--- src/rtl/mba_pkg.sv ---
package mba_pkg;

   localparam int DefMaxWidth  = 640;
   localparam int DefMaxHeight = 480;
   localparam int DefMaxMosaic = 64;

   localparam logic [1:0] RegFrameWidth  = 2'd0;
   localparam logic [1:0] RegFrameHeight = 2'd1;
   localparam logic [1:0] RegMosaicSize  = 2'd2;

   localparam logic [9:0] ResetFrameWidth  = 10'd640;
   localparam logic [9:0] ResetFrameHeight = 10'd480;
   localparam logic [9:0] ResetMosaicSize  = 10'd2;

   typedef enum logic {
      OP_LOAD = 1'b0,
      OP_READ = 1'b1
   } op_type;

   typedef enum logic [2:0] {
      ST_IDLE,
      ST_LD_RD,
      ST_LD_WR,
      ST_RD_RD,
      ST_RD_LD,
      ST_DIV
   } state_type;

   typedef struct packed {
      logic       frame_ready;
      logic [1:0] q_count;
   } front_status_type;

endpackage

--- src/rtl/mba_walk.sv ---
module mba_walk
   import mba_pkg::*;
#(
   parameter int MAX_WIDTH  = DefMaxWidth,
   parameter int MAX_HEIGHT = DefMaxHeight,
   parameter int MAX_MOSAIC = DefMaxMosaic,
   localparam int XW    = $clog2(MAX_WIDTH + 1),
   localparam int YW    = $clog2(MAX_HEIGHT + 1),
   localparam int MW    = $clog2(MAX_MOSAIC + 1),
   localparam int CNTW  = 2 * MW,
   localparam int DEPTH = ((MAX_WIDTH + 1) / 2) * ((MAX_HEIGHT + 1) / 2),
   localparam int AW    = $clog2(DEPTH)
) (
   input  logic            clock,
   input  logic            reset,
   input  logic            restart,
   input  logic            step,
   input  logic [XW-1:0]   w,
   input  logic [YW-1:0]   h,
   input  logic [MW-1:0]   m,
   output logic [AW-1:0]   addr,
   output logic            first,
   output logic [CNTW-1:0] cnt,
   output logic            last
);

   logic [XW-1:0] col_ff, col_in, tx_ff, tx_in;
   logic [YW-1:0] row_ff, row_in;
   logic [MW-1:0] offx_ff, offx_in, offy_ff, offy_in;
   logic [AW-1:0] base_ff, base_in;
   logic [XW-1:0] remw;
   logic [YW-1:0] remh;
   logic [MW-1:0] cw, ch;
   logic          end_col, end_row;

   assign end_col = (col_ff == XW'(w - 1'b1));
   assign end_row = (row_ff == YW'(h - 1'b1));
   assign last    = end_col && end_row;
   assign first   = (offx_ff == '0) && (offy_ff == '0);
   assign addr    = AW'(base_ff + AW'(tx_ff));

   // Clipped tile extent: distance from the tile origin to the frame edge, capped at m.
   always_comb begin
      remw = XW'(w - (col_ff - XW'(offx_ff)));
      remh = YW'(h - (row_ff - YW'(offy_ff)));
      cw   = (int'(remw) < int'(m)) ? MW'(remw) : m;
      ch   = (int'(remh) < int'(m)) ? MW'(remh) : m;
      cnt  = CNTW'(cw) * CNTW'(ch);
   end

   always_comb begin
      col_in  = col_ff;
      row_in  = row_ff;
      offx_in = offx_ff;
      offy_in = offy_ff;
      tx_in   = tx_ff;
      base_in = base_ff;
      if (step) begin
         if (end_col) begin
            col_in  = '0;
            offx_in = '0;
            tx_in   = '0;
            if (end_row) begin
               row_in  = '0;
               offy_in = '0;
               base_in = '0;
            end else begin
               row_in = row_ff + 1'b1;
               if (offy_ff == MW'(m - 1'b1)) begin
                  offy_in = '0;
                  base_in = AW'(base_ff + AW'(tx_ff) + 1'b1);
               end else begin
                  offy_in = offy_ff + 1'b1;
               end
            end
         end else begin
            col_in = col_ff + 1'b1;
            if (offx_ff == MW'(m - 1'b1)) begin
               offx_in = '0;
               tx_in   = tx_ff + 1'b1;
            end else begin
               offx_in = offx_ff + 1'b1;
            end
         end
      end
   end

   always_ff @(posedge clock) begin
      if (reset || restart) begin
         col_ff  <= '0;
         row_ff  <= '0;
         offx_ff <= '0;
         offy_ff <= '0;
         tx_ff   <= '0;
         base_ff <= '0;
      end else begin
         col_ff  <= col_in;
         row_ff  <= row_in;
         offx_ff <= offx_in;
         offy_ff <= offy_in;
         tx_ff   <= tx_in;
         base_ff <= base_in;
      end
   end

endmodule

--- src/rtl/mba_front.sv ---
module mba_front
   import mba_pkg::*;
#(
   parameter int MAX_WIDTH  = DefMaxWidth,
   parameter int MAX_HEIGHT = DefMaxHeight,
   parameter int MAX_MOSAIC = DefMaxMosaic,
   localparam int XW    = $clog2(MAX_WIDTH + 1),
   localparam int YW    = $clog2(MAX_HEIGHT + 1),
   localparam int MW    = $clog2(MAX_MOSAIC + 1),
   localparam int CNTW  = 2 * MW,
   localparam int DEPTH = ((MAX_WIDTH + 1) / 2) * ((MAX_HEIGHT + 1) / 2),
   localparam int AW    = $clog2(DEPTH)
) (
   input  logic             clock,
   input  logic             reset,
   input  logic             restart,
   input  logic [XW-1:0]    w,
   input  logic [YW-1:0]    h,
   input  logic [MW-1:0]    m,
   input  logic             req_valid,
   output logic             req_ready,
   input  logic             req_cmd,
   input  logic [31:0]      req_pixel,
   output logic             q_valid,
   input  logic             q_pop,
   output op_type           q_op,
   output logic [AW-1:0]    q_addr,
   output logic             q_first,
   output logic [31:0]      q_pixel,
   output logic [CNTW-1:0]  q_cnt,
   output logic             q_last,
   output front_status_type status
);

   logic            ready_ff, ready_in;
   logic [1:0]      count_ff, count_in;
   logic            wp_ff, rp_ff;
   op_type          op_ff    [2];
   logic [AW-1:0]   addr_ff  [2];
   logic            first_ff [2];
   logic [31:0]     pix_ff   [2];
   logic [CNTW-1:0] cnt_ff   [2];
   logic            last_ff  [2];

   logic            accept, do_load, do_read, push;
   logic [AW-1:0]   ld_addr, rd_addr;
   logic            ld_first, rd_first, ld_last, rd_last;
   logic [CNTW-1:0] ld_cnt, rd_cnt;

   assign req_ready = (count_ff != 2'd2);
   assign accept    = req_valid && req_ready;
   // Loads are dropped once the frame is complete, reads are dropped until it is.
   assign do_load   = accept && (req_cmd == OP_LOAD) && !ready_ff;
   assign do_read   = accept && (req_cmd == OP_READ) && ready_ff;
   assign push      = do_load || do_read;

   mba_walk #(
      .MAX_WIDTH (MAX_WIDTH),
      .MAX_HEIGHT(MAX_HEIGHT),
      .MAX_MOSAIC(MAX_MOSAIC)
   ) u_load_walk (
      .clock  (clock),
      .reset  (reset),
      .restart(restart),
      .step   (do_load),
      .w      (w),
      .h      (h),
      .m      (m),
      .addr   (ld_addr),
      .first  (ld_first),
      .cnt    (ld_cnt),
      .last   (ld_last)
   );

   mba_walk #(
      .MAX_WIDTH (MAX_WIDTH),
      .MAX_HEIGHT(MAX_HEIGHT),
      .MAX_MOSAIC(MAX_MOSAIC)
   ) u_read_walk (
      .clock  (clock),
      .reset  (reset),
      .restart(restart),
      .step   (do_read),
      .w      (w),
      .h      (h),
      .m      (m),
      .addr   (rd_addr),
      .first  (rd_first),
      .cnt    (rd_cnt),
      .last   (rd_last)
   );

   always_comb begin
      ready_in = ready_ff;
      if (do_load && ld_last) begin
         ready_in = 1'b1;
      end else if (do_read && rd_last) begin
         ready_in = 1'b0;
      end
      count_in = count_ff + 2'(push) - 2'(q_pop);
   end

   always_ff @(posedge clock) begin
      if (reset) begin
         ready_ff <= 1'b0;
         count_ff <= '0;
         wp_ff    <= 1'b0;
         rp_ff    <= 1'b0;
      end else begin
         ready_ff <= restart ? 1'b0 : ready_in;
         count_ff <= count_in;
         if (push) begin
            wp_ff <= !wp_ff;
         end
         if (q_pop) begin
            rp_ff <= !rp_ff;
         end
      end
   end

   always_ff @(posedge clock) begin
      if (push) begin
         op_ff[wp_ff]    <= do_read ? OP_READ : OP_LOAD;
         addr_ff[wp_ff]  <= do_read ? rd_addr : ld_addr;
         first_ff[wp_ff] <= do_read ? rd_first : ld_first;
         pix_ff[wp_ff]   <= req_pixel;
         cnt_ff[wp_ff]   <= do_read ? rd_cnt : ld_cnt;
         last_ff[wp_ff]  <= do_read && rd_last;
      end
   end

   assign q_valid = (count_ff != 2'd0);
   assign q_op    = op_ff[rp_ff];
   assign q_addr  = addr_ff[rp_ff];
   assign q_first = first_ff[rp_ff];
   assign q_pixel = pix_ff[rp_ff];
   assign q_cnt   = cnt_ff[rp_ff];
   assign q_last  = last_ff[rp_ff];

   assign status.frame_ready = ready_ff;
   assign status.q_count     = count_ff;

endmodule

--- config.mk ---
export PLATFORM = sky130hd
export DESIGN_NAME = mba_front
export DESIGN_NICKNAME = d
export VERILOG_FILES = /design/src/rtl/mba_pkg.sv /design/src/rtl/mba_walk.sv /design/src/rtl/mba_front.sv
export SDC_FILE = /design/constraint.sdc
export NUM_CORES = 1
export LEC_CHECK = 0
export BUFFER_PORTS_ARGS = -buffer_cell sky130_fd_sc_hd__buf_2
export CAP_MARGIN = 20
export CORE_ASPECT_RATIO = 2
export CORE_MARGIN = 5
export CORE_UTILIZATION = 25
export DETAILED_ROUTE_END_ITERATION = 10
export HOLD_SLACK_MARGIN = 0.03
export SLEW_MARGIN = 15
export SYNTH_ARGS = -nofsm -noshare
export SYNTH_HDL_FRONTEND = slang
export SYNTH_HIERARCHICAL = 1
export SYNTH_SLANG_ARGS = --single-unit
--- constraint.sdc ---
create_clock -name clock -period 10 [get_ports clock]
set_input_delay 0.5 -clock clock [delete_from_list [all_inputs] [get_ports clock]]
set_output_delay 0.5 -clock clock [all_outputs]
set_load 0.03 [all_outputs]
Word-level counts from Yosys, hierarchy flattened --
Memory sizes are Yosys's and may differ from the RTL's. A register that Yosys moved wholly into a read port is not among the register bits. Cells that the tools add are included.
Cells by class: add/subtract/negate cells 27, $mul 2, magnitude comparators 4, eq/ne operators 9, multiplexer cells 44, bitwise operators 1, reductions and logical operators 33
Operators by type and width (number):
- 17-bit 2-to-1 mux | 5
- 7-bit 2-to-1 mux | 12
- 10-bit 2-to-1 mux | 6
- 10-bit by 1-bit adder with 10-bit output, second input constant | 4
- 17-bit by 1-bit adder with 17-bit output, second input constant | 2
- 17-bit by 10-bit adder with 17-bit output | 2
- 7-bit by 1-bit adder with 7-bit output, second input constant | 4
- 7-bit equality test | 4
- 7-bit logical NOT | 4
- 7-bit by 7-bit multiplier with 14-bit output | 2
- 10-bit equality test | 2
- 10-bit by 7-bit less-than comparator with 1-bit output | 2
- 10-bit subtractor | 2
- 10-bit by 7-bit subtractor with 10-bit output | 2
- 9-bit by 1-bit adder with 9-bit output, second input constant | 2
- 9-bit equality test | 2
- 9-bit by 7-bit less-than comparator with 1-bit output | 2
- 1-bit 2-to-1 mux | 18
- 9-bit 2-to-1 mux | 2
- 9-bit by 7-bit subtractor with 9-bit output | 2
- 9-bit subtractor | 2
- 14-bit 2-to-1 mux | 1
- 2-bit nonzero test | 6
- 1-bit logical AND | 11
- 12 further kinds | 19
Word-level totals: register bits 125, RAM bits 132, bits of input ports 64, logic and storage cells 142, memories 6
Memories:
- pix_ff | depth 2, width 32, read ports 1, clocked after memory_dff 1, wr ports 1, line mba_front.sv:41 | logic [31:0] pix_ff [2];
- addr_ff | depth 2, width 17, read ports 1, clocked after memory_dff 1, wr ports 1, line mba_front.sv:39 | logic [AW-1:0] addr_ff [2];
- cnt_ff | depth 2, width 14, read ports 1, clocked after memory_dff 1, wr ports 1, line mba_front.sv:42 | logic [CNTW-1:0] cnt_ff [2];
- first_ff | depth 2, width 1, read ports 1, clocked after memory_dff 1, wr ports 1, line mba_front.sv:40 | logic first_ff [2];
- last_ff | depth 2, width 1, read ports 1, clocked after memory_dff 1, wr ports 1, line mba_front.sv:43 | logic last_ff [2];
- op_ff | depth 2, width 1, read ports 1, clocked after memory_dff 1, wr ports 1, line mba_front.sv:38 | op_type op_ff [2];

Depth between registers and ports, before layout --
Gate-level depths: netlist of run 1.
word-level depth 7, depth in mapped cells 36, mapped depth without buffers 36

Cells and area by module --
The synthesis of run 1 kept the hierarchy.
Modules (own cells, without submodules):
- mba_walk (u_load_walk) | times used 1, cells each 939, area each 7687.4 sq um, sequential area each 1201.2 sq um
- mba_walk (u_read_walk) | times used 1, cells each 894, area each 7470.9 sq um, sequential area each 1201.2 sq um
- mba_front | times used 1, cells each 280, area each 5579.1 sq um, sequential area each 4083.9 sq um

Least setup slack after synthesis of run 1 --
OpenSTA, ideal clock, no wires.
path kind input-to-reg, from in h[1], to mem cnt_ff[0][11] (netlist bit) (data pin), library setup time 0.262 ns, arrival time 7.693 ns, slack 2.045 ns, stages on the path 30, path through inv_1 > fa_1 > inv_1 > ha_1 > a21o_1 > a21oi_1 > nor2b_1 > o21a_1 > nor2_1 > xnor2_1 > ha_1 > a21o_1 > a2111oi_4 > mux2i_1 > or2_2 > fa_1 > fa_1 > inv_1 > fa_1 > inv_1 > fa_1 > inv_1 > ha_1 > o21a_1 > o311a_1 > o21a_1 > o21ai_0 > nor2b_1 > xnor2_1 > mux2_4
Between the ends: cells in the longest elaborated chain, start to end 5, elaborated cells between the ends (all ways) 9, classes of those cells add/sub (2); mul (2); order compare (2); mux (3)
Ends and longest elaborated chain:
- from (decl) | line mba_front.sv:18 | input logic [YW-1:0] h,
- 9-bit subtractor * | line mba_walk.sv:45 | remh = YW'(h - (row_ff - YW'(offy_ff)));
- 9-bit by 7-bit less-than comparator with 1-bit output | line mba_walk.sv:47 | ch = (int'(remh) < int'(m)) ? MW'(remh) : m;
- 7-bit 2-to-1 mux * | line mba_walk.sv:47
- 7-bit by 7-bit multiplier with 14-bit output * | line mba_walk.sv:48 | cnt = CNTW'(cw) * CNTW'(ch);
- net rd_cnt[11] | line mba_front.sv:48 | logic [CNTW-1:0] ld_cnt, rd_cnt;
- 14-bit 2-to-1 mux * | line mba_front.sv:127 | cnt_ff[wp_ff] <= do_read ? rd_cnt : ld_cnt;
- to (decl) | line mba_front.sv:42
The timed path passes the listed nets; every way through them passes the cells marked *.

Worst setup path after layout of run 1 --
from reg u_load_walk.offy_ff[1], to mem cnt_ff[1][12] (netlist bit) (data pin)
Between the ends: cells in the longest elaborated chain, start to end 6
Ends and longest elaborated chain:
- from (decl) | line mba_walk.sv:29 | logic [MW-1:0] offx_ff, offx_in, offy_ff, offy_in;
- from (signal assigned) | line mba_walk.sv:100 | offy_ff <= offy_in;
- 9-bit by 7-bit subtractor with 9-bit output * | line mba_walk.sv:45
- 9-bit subtractor * | line mba_walk.sv:45
- 9-bit by 7-bit less-than comparator with 1-bit output | line mba_walk.sv:47
- 7-bit 2-to-1 mux * | line mba_walk.sv:47
- 7-bit by 7-bit multiplier with 14-bit output * | line mba_walk.sv:48
- net ld_cnt[12] | line mba_front.sv:48
- 14-bit 2-to-1 mux * | line mba_front.sv:127
Marks and branches as above.

==> impl_metrics.tcl, run 1 <==
set metrics [dict create \
    first_pass_iters 5 \
    cts_setup_buffers 0 \
    clkTransAtPathRegs_ns 0.08 \
    grt-ovfl-total 0 \
    hold_violations 0 \
    track_usage_pct 13.1 \
    min_period_over_period_pct 88.4 \
    syn_area_um2 20700 \
    utilization_pct 28.5 \
    area_growth_pct 13.3 \
    vias_per_cell 4.78 \
    drive_above_1_share_pct 15.4 \
    ys_types 103 \
    status "finished, final reports clean" \
    clk_latency_ns 0.61 \
    placedInstanceArea_um2 22600 \
    fin_ws_ns 1.16 \
    drv_cap 0 \
    period_needed_ns 8.84 \
    clock_skew_ns 0.0303 \
    detail_route.wirelength_mm 59.6 \
    setup_violations 0 \
    grt_pass1_wl_mm 92.0 \
    drc 0 \
    synth_nets 2431 \
    leakagePower_nw 9.65 \
    start_kind "flip-flop" \
    synth_warnings 6 \
    peakVddDrop_v 0.000103 \
    cts_hold_buf 0 \
    cp_num_buf_inv 6 \
    worst_slew_pin_slew_ns 0.980 \
    worst_ep_arrival_time_ns 9.17 \
    final_area_um2 23500 \
    drt-initial-drc-count 627 \
    cp-end-kind "flip-flop" \
    cp_max_fo 7 \
    cts-root-buf "clkbuf_16" \
    cts_buffers 27 \
    via_count 15900 \
    die_h_um 417 \
    ctsLongestPathBuffers 3 \
    grt_max_degree 67 \
    grt_antenna_before_repair 3 \
    rows 149 \
    dp.final_hpwl_mm 48.1 \
    fin_setup_tns_ns 0 \
    ys.flop_type "edfxtp_1" \
    critPathTopFamily "adder cells" \
    place_congestion 0.897 \
    critPathKind "reg2reg" \
    power_mw 4.32 \
    rsz0062_at_grt "false" \
    antenna_left 0 \
    preCtsSetupSlack_ns 0.874 \
    clock.fmax_mhz 113 \
    die-width_um 214 \
    die_area_um2 89200 \
    slowest_delay_ns 0.76 \
    synthArstFlopShare_pct 0 \
    post_cts_resized 0 \
    relSlewSlack_pct 34.3 \
    synth_edf_count 132 \
    yosysSeqAreaShare_pct 31.3 \
    h-tree-depth 1 \
    slew_viol_final 0 \
    dp_cells 3263 \
    cts_num_sinks 258 \
    ys_ff_latch 258 \
    start_util_pct 25.2 \
    cellPowerDensity_nw_per_um2 184 \
    hp-class "in2reg" \
    syn_area_per_cell_um2 9.81 \
    synth_cells 2113 \
    crit_slowest_cell "mux2i_1" \
    pin_count 135 \
    fillers 8786 \
    cts_tree "built" \
    coreArea_um2 82400 \
    grt_pass1_vias 17000 \
    wl_per_cell_um 18.0 \
    fin_nets 2553 \
    hold_slack_ns 0.0860 \
    cp.required_ns 10.33 \
    final_cell_count_no_fill 3316 \
    port_buffers 134 \
]
-- worst reg2reg max path, delay by kind of cell, from the launching register on --
kind	cells	cell delay [ns]
fa+ha+maj	8	3.66
compound gates	12	2.55
simple gates	2	0.22
xor+xnor	1	0.28
buf+inv	6	0.41
mux	2	1.03
flops	1	0.40
-- where the power goes --
group          switching [mW]  internal, mW
clock                   0.476         0.636
sequential             0.0254          1.24
combinational            1.09         0.857
total                    1.59          2.73
-- state kept, by name, summed over array words and instances (netlist names), 17 cells and up, named ones only --
name and count:
addr_ff 34, u_read_walk/base_ff 17, cnt_ff 28, pix_ff 64, u_load_walk/base_ff 17
-- area by class of cell --
| cell class | instances | area, um2 | area share, % |
|---|---|---|---|
| Multi-Input combinational cell | 1592 | 13200 | 56.1 |
| Sequential cell | 258 | 6490 | 27.6 |
| Tap cell | 1057 | 1320 | 5.63 |
| Inverter | 211 | 797 | 3.39 |
| Timing Repair Buffer | 145 | 753 | 3.20 |
| Clock buffer | 33 | 698 | 2.97 |
| Clock inverter | 17 | 246 | 1.05 |
| Antenna cell | 3 | 7.51 | 0.0319 |
-- cells in the mapped netlist, types with 8 or more instances --
cell,number,area [um2]
nand2_1,93,349
nand3_1,50,250
a22o_1,12,105
nor4_1,16,100
dfxtp_1,126,2520
ha_1,176,2200
mux2i_1,27,270
mux2_2,73,822
nor3b_1,12,90.1
nor3_1,48,240
nor2b_1,19,119
and3_1,20,125
a21o_1,38,285
or2_2,12,75.1
clkbuf_1,29,109
o21a_1,9,67.6
and2_1,15,93.8
inv_1,209,785
o31ai_1,10,75.1
edfxtp_1,132,3960
a211oi_1,14,105
mux2_4,28,420
fa_1,78,1560
o21bai_1,10,75.1
nand4_1,44,275
buf_2,11,55.1
a21oi_1,105,526
o21ai_0,63,315
o21ai_1,8,40.0
xnor2_1,158,1380
xor2_1,83,727
nor2_1,188,706
or2_1,9,56.3
nand2b_1,16,100
or3_1,13,81.3
-- per-layer routing --
layer / part of all wire (%) / GRT usage [%] / wire length [um] / vias to the layer above
li1: - / - / - / 7675
met1: 33 / 11.5 / 19500 / 7685
met2: 58 / 27.0 / 34400 / 334
met3: 2.7 / 1.25 / 1580 / 163
met4: 6.9 / 8.41 / 4130 / 0
met5: 0 / 0 / 0 / -
-- cell usage in the layout (no fill, tap or decap), types with 13 or more instances in the layout --
cell and n:
fa_1 78, dfxtp_1 125, inv_1 210, nor2_1 186, buf_2 134, mux2_4 28, nor3_1 47, xor2_1 83
a211oi_1 14, a21oi_1 105, nor4_1 16, clkbuf_16 27, nand3_1 50, nand2b_1 16, ha_1 176, and2_1 15
or3_1 13, mux2i_1 27, nand2_1 93, mux2_2 73, o21ai_0 63, nand4_1 44, and3_1 20, a21o_1 38
nor2b_1 19, edfxtp_1 132, xnor2_1 158
-- final timing paths --
kind,startpoint,to,slack [ns],depth (start not counted)
worst max-delay path,u_load_walk/offy_ff[1]$_SDFFE_PP0P_,cnt_ff[1][12]$_DFFE_PP_,1.16,31
worst min-delay path,req_pixel[3],pix_ff[1][3]$_DFFE_PP_,0.09,1
worst max register to register,u_load_walk/offy_ff[1]$_SDFFE_PP0P_,cnt_ff[1][12]$_DFFE_PP_,1.16,31
worst min register to register,u_load_walk/base_ff[3]$_SDFFE_PP0P_,u_load_walk/base_ff[3]$_SDFFE_PP0P_,0.46,2
-- logic make-up after synthesis --
group	synth area share, %
buffers and inverters	5.21
multiplexers	7.29
AND/OR/NAND/NOR	15.2
XOR/XNOR	11.0
flip-flops	31.3
adder cells (fa/ha/maj)	18.1
AO/OA/AOI/OAI	11.8
No activity file was read; power rests on OpenSTA's default activity.
==> inputs of run 2 (changes only) <==
Settings changed: REMOVE_ABC_BUFFERS set to 1.
==> run 2 against run 1 <==
  * Non-clock buffer count rose by 2
  * Die area did not move
  * Combinational power barely moved
  * Clock-buffer cell count fell by 1
  * Utilization barely moved
  * Register-to-register slack got worse by 0.08 ns
  * Clock power barely moved
  * Highest routed layer unchanged
  * Hold slack improved by 0.010 ns
  * Sequential power barely moved
  * Via count rose by 0.23%
  * Power fell by 1.0%
==> impl_metrics.tcl, run 2 (same netlist as run 1, synthesis figures left out) <==
set metrics [dict create \
    reg2reg_setup_slack_ns 1.07 \
    slew_viol_final 0 \
    pin_count 135 \
    p_int_mw 2.70 \
    layout_common_cells "209 x inv_1, 186 x nor2_1, 176 x ha_1" \
    track_usage_pct 13.2 \
    maxUsedRoutingLayer "met4" \
    startpoint "u_load_walk/offy_ff[1]$_SDFFE_PP0P_" \
    grt_pass1_vias 16800 \
    cts_tree "built" \
    first_pass_iters 5 \
    place_congestion 0.928 \
    rr_worst_depth 31 \
    power_mw 4.27 \
    worst_ep_arrival_time_ns 9.26 \
    clkTransAtPathRegs_ns 0.07 \
    pwr-share-comb_pct 45.0 \
    grt_antenna_before_repair 3 \
    cts-root-buf "clkbuf_16" \
    seqPwrFrac_pct 29.3 \
    cp.required_ns 10.34 \
    largest_reg_flops 64 \
    die_area_um2 89200 \
    slowest_delay_ns 0.67 \
    die_h_um 417 \
    die-width_um 214 \
    hold_violations 0 \
    hp-class "in2reg" \
    r2r-end "cnt_ff[0][12]$_DFFE_PP_" \
    rsz0062_at_grt "false" \
    h-tree-depth 1 \
    fin_setup_tns_ns 0 \
    drt-initial-drc-count 664 \
    drv_cap 0 \
    critPathKind "reg2reg" \
    grt-ovfl-total 0 \
    grt_max_degree 59 \
    utilization_pct 28.5 \
    cellPowerDensity_nw_per_um2 182 \
    fin_nets 2555 \
    area_growth_pct 13.4 \
    peakVddDrop_v 0.000134 \
    reg_top3 "pix_ff: 64 flops, addr_ff: 34 flops, cnt_ff: 28 flops" \
    wl_per_cell_um 18.2 \
    hold_slack_ns 0.0964 \
    cts_buffers 27 \
    switching_share_pct 36.9 \
    switchingPower_mw 1.58 \
    met1Wirelength_mm 19.2 \
    via_count 15900 \
    clock_skew_ns 0.0136 \
    wl_met3_mm 2.24 \
    post_cts_resized 0 \
    leakagePower_nw 9.65 \
    regToRegStartpoint "u_load_walk/offy_ff[1]$_SDFFE_PP0P_" \
    crit_slowest_cell "mux2i_1" \
    clkPwrFrac_pct 25.6 \
    rows 149 \
    vias_per_cell 4.79 \
    cts_setup_buffers 0 \
    largest-register "pix_ff" \
    drive_above_1_share_pct 15.6 \
    clock.fmax_mhz 112 \
    coreArea_um2 82400 \
    grt_pass1_wl_mm 92.5 \
    cts_num_sinks 258 \
    period_needed_ns 8.93 \
    clk_latency_ns 0.60 \
    worst_slew_pin_slew_ns 0.944 \
    detail_route.wirelength_mm 60.5 \
    status "finished, final reports clean" \
    ctsLongestPathBuffers 3 \
    min_period_over_period_pct 89.3 \
    cp-end-kind "flip-flop" \
    final_common_cell "inv_1" \
    cp_max_fo 7 \
    dp.final_hpwl_mm 49.0 \
    antenna_left 0 \
    wl_met2_mm 34.5 \
    drc 0 \
    port_buffers 134 \
    start_kind "flip-flop" \
    cts_hold_buf 0 \
    relSlewSlack_pct 36.7 \
    crit_end "cnt_ff[0][12]$_DFFE_PP_" \
    start_util_pct 25.2 \
    setup_violations 0 \
]
-- run 2: how the worst min path moves through the flow --
stage / to / cells after the start / start
CTS: pix_ff[1][19]$_DFFE_PP_ / 1 / req_pixel[19]
finish: pix_ff[0][9]$_DFFE_PP_ / 1 / req_pixel[9]
global route: pix_ff[1][12]$_DFFE_PP_ / 1 / req_pixel[12]
detailed placement: u_load_walk/base_ff[0]$_SDFFE_PP0P_ / 2 / u_load_walk/base_ff[0]$_SDFFE_PP0P_
floorplan: u_load_walk/base_ff[0]$_SDFFE_PP0P_ / 2 / u_load_walk/base_ff[0]$_SDFFE_PP0P_
global placement: u_load_walk/base_ff[6]$_SDFFE_PP0P_ / 2 / u_load_walk/base_ff[6]$_SDFFE_PP0P_
-- run 2: area by class of cell --
type	instances	area [um2]
diodes	1	2.50
clock buffers	32	714
clock inverters	18	228
fillers	8726	58900
inverters	211	797
multi-input cells	1592	13200
flip-flops and latches	258	6490
well taps	1057	1320
repair buffers	147	768
-- run 2: worst max-delay path, delay by kind of cell (launching register included) --
kind                       cells  cell delay [ns]
AOI/OAI and AO/OA             12             2.86
xor gates and xnor gates       1             0.19
adders and majority gates      8             3.63
buffers and inverters          6             0.40
DFF                            1             0.39
muxes                          2             0.93
and+or+nand+nor                2             0.26
-- run 2: per-stage QoR --
| stage | area, um2 | setup slack, ns | std cells |
|---|---|---|---|
| global route | 23500 | 0.609 | 3316 |
| global placement | 22600 | 0.972 | 3265 |
| detailed placement | 22600 | 0.832 | 3265 |
| CTS | 23500 | 1.13 | 3315 |
| floorplan | 20500 | 2.04 | 2061 |
| finish | 23500 | 1.07 | 3316 |
-- run 2: routing by layer --
layer  global-route usage, %  vias up
met5                       0        -
li1                        -     7688
met1                    11.5     7665
met3                    1.47      173
met2                    27.1      367
met4                    8.66        0
-- run 2: power groups by stage --
stage | clock network [mW] | registers [mW] | logic, mW
6_report | 1.10 | 1.25 | 1.92
4_1_cts | 1.13 | 1.26 | 1.95
5_1_grt | 1.17 | 1.26 | 2.16
3_5_place_dp | 0 | 1.28 | 1.94
2_1_floorplan | 0 | 1.29 | 1.45
3_3_place_gp | 0 | 1.28 | 1.92
==> inputs of run 3 (changes only) <==
Settings changed: CORE_UTILIZATION 25 to 30.
==> run 3 against run 2 <==
  * Routed wire length is 4.7% lower
  * Clock power is 6% lower
  * Non-clock buffer count increased by 2
  * Hold slack improved by 0.0065 ns
  * Setup slack improved by 0.047 ns
  * Critical endpoint unchanged
  * Largest cell class unchanged
  * Highest routed layer is now met5
==> impl_metrics.tcl, run 3 (same netlist as run 1, synthesis figures left out) <==
set metrics [dict create \
    clock.fmax_mhz 113 \
    final_common_cell "inv_1" \
    fillers 7055 \
    worst_ep_arrival_time_ns 9.20 \
    ctsLongestPathBuffers 3 \
    regToRegStartpoint "u_load_walk/offx_ff[2]$_SDFFE_PP0P_" \
    rows 136 \
    clk_latency_ns 0.60 \
    fin_setup_tns_ns 0 \
    vias_per_cell 5.10 \
    start_kind "flip-flop" \
    placedInstanceArea_um2 22400 \
    slowest_delay_ns 0.58 \
    post_cts_resized 0 \
    relSlewSlack_pct 24.6 \
    grt_max_degree 63 \
    fin_nets 2557 \
    die_h_um 382 \
    via_count 16100 \
    drt-initial-drc-count 807 \
    grt-ovfl-total 0 \
    cellPowerDensity_nw_per_um2 180 \
    grt_pass1_wl_mm 90.7 \
    rsz0062_at_grt "false" \
    die-width_um 196 \
    crit_slowest_cell "fa_1" \
    grt_antenna_before_repair 1 \
    leakagePower_nw 9.64 \
    area_growth_pct 12.3 \
    period_needed_ns 8.88 \
    coreArea_um2 68700 \
    min_period_over_period_pct 88.8 \
    cts_setup_buffers 0 \
    port_buffers 134 \
    cts_num_sinks 258 \
    setup_violations 0 \
    pin_count 135 \
    peakVddDrop_v 0.000139 \
    track_usage_pct 15.0 \
    worst_slew_pin_slew_ns 1.11 \
    critPathKind "reg2reg" \
    drive_above_1_share_pct 15.7 \
    detail_route.wirelength_mm 57.7 \
    place_congestion 0.879 \
    drv_cap 0 \
    cp.required_ns 10.32 \
    cts-root-buf "clkbuf_16" \
    clock_skew_ns 0.0391 \
    clkTransAtPathRegs_ns 0.07 \
    hold_path.startpoint "req_pixel[11]" \
    critPathMostFrequentCell "inv_1" \
    drc 0 \
    cp-end-kind "flip-flop" \
    status "finished, final reports clean" \
    cts_tree "built" \
    cts_buffers 27 \
    slew_viol_final 0 \
    grt_pass1_vias 17000 \
    start_util_pct 30.2 \
    startpoint "u_load_walk/offx_ff[2]$_SDFFE_PP0P_" \
    final_area_um2 23300 \
    largest_reg_flops 64 \
    wl_per_cell_um 18.3 \
    h-tree-depth 1 \
    dp.final_hpwl_mm 45.9 \
    die_area_um2 74800 \
    cts_hold_buf 0 \
    cp_max_fo 7 \
    reg_top3 "pix_ff: 64 flops, addr_ff: 34 flops, cnt_ff: 28 flops" \
    antennaDiodeCount 0 \
    layout_common_cells "209 x inv_1, 186 x nor2_1, 176 x ha_1" \
    antenna_left 0 \
    first_pass_iters 5 \
    hp-class "in2reg" \
    hold_violations 0 \
    largest-register "pix_ff" \
]
==> run 3: cell types whose count changed in the layout (fill, tap and decap cells not counted) <==
cell and change:
buf_4 +1, buf_12 +1, clkinv_2 +3, clkinvlp_4 -1, inv_8 -4, clkbuf_1 -1, diode_2 -1, clkinv_1 +2
clkbuf_8 -1, bufinv_16 -1, clkinv_4 +3
==> run 3: path summary, 6_finish.rpt <==
check / endpoint / slack, ns / depth (start not counted)
min: pix_ff[1][11]$_DFFE_PP_ / 0.10 / 1
max reg2reg: cnt_ff[0][12]$_DFFE_PP_ / 1.12 / 33
max: cnt_ff[0][12]$_DFFE_PP_ / 1.12 / 33
min reg2reg: u_load_walk/base_ff[4]$_SDFFE_PP0P_ / 0.47 / 2
==> run 3: power by group <==
part / switching, mW / leakage (nW) / internal (mW)
logic: 1.04 / 7.01 / 0.855
clock network: 0.471 / 0.426 / 0.563
registers: 0.0141 / 2.21 / 1.24
==> run 3: through the flow <==
| stage | setup slack (ns) | utilization, % | power [mW] | std cells | hold WS, ns |
|---|---|---|---|---|---|
| 6_report | 1.12 | 33.9 | 4.18 | 3157 | 0.103 |
| 4_1_cts | 1.21 | 33.8 | 4.27 | 3156 | 0.0600 |
| 2_1_floorplan | 2.04 | - | 2.74 | 2061 | 0.429 |
| 5_1_grt | 0.689 | 33.9 | 4.53 | 3157 | 0.0746 |
| 3_5_place_dp | 0.906 | 32.5 | 3.20 | 3106 | 0.451 |
| 3_3_place_gp | 1.00 | 32.5 | 3.17 | 3106 | 0.447 |
==> run 3: critical path, delay by kind of cell (launching register included) <==
kind | cells | cell delay [ns]
muxes | 1 | 0.26
buffers and inverters | 6 | 0.37
xor gates and xnor gates | 1 | 0.21
DFF | 1 | 0.50
and+or+nand+nor | 3 | 0.57
adders and majority gates | 8 | 3.51
AOI/OAI and AO/OA | 14 | 3.18
==> run 3: layout make-up <==
class | instances | area (um2) | share of cell area [%]
Clock inverter | 20 | 194 | 0.833
Sequential cell | 258 | 6490 | 27.9
Tap cell | 897 | 1120 | 4.82
Clock buffer | 30 | 697 | 2.99
Inverter | 211 | 797 | 3.42
Timing Repair Buffer | 149 | 796 | 3.42
Multi-Input combinational cell | 1592 | 13200 | 56.6
==> run 3: layer usage <==
layer / up-vias / track usage (%) / part of all wire [%]
li1: 7704 / - / -
met1: 7814 / 15.0 / 36
met2: 408 / 29.1 / 54
met3: 182 / 1.53 / 3.2
met4: 2 / 9.45 / 6.7
met5: - / 0 / 0.023
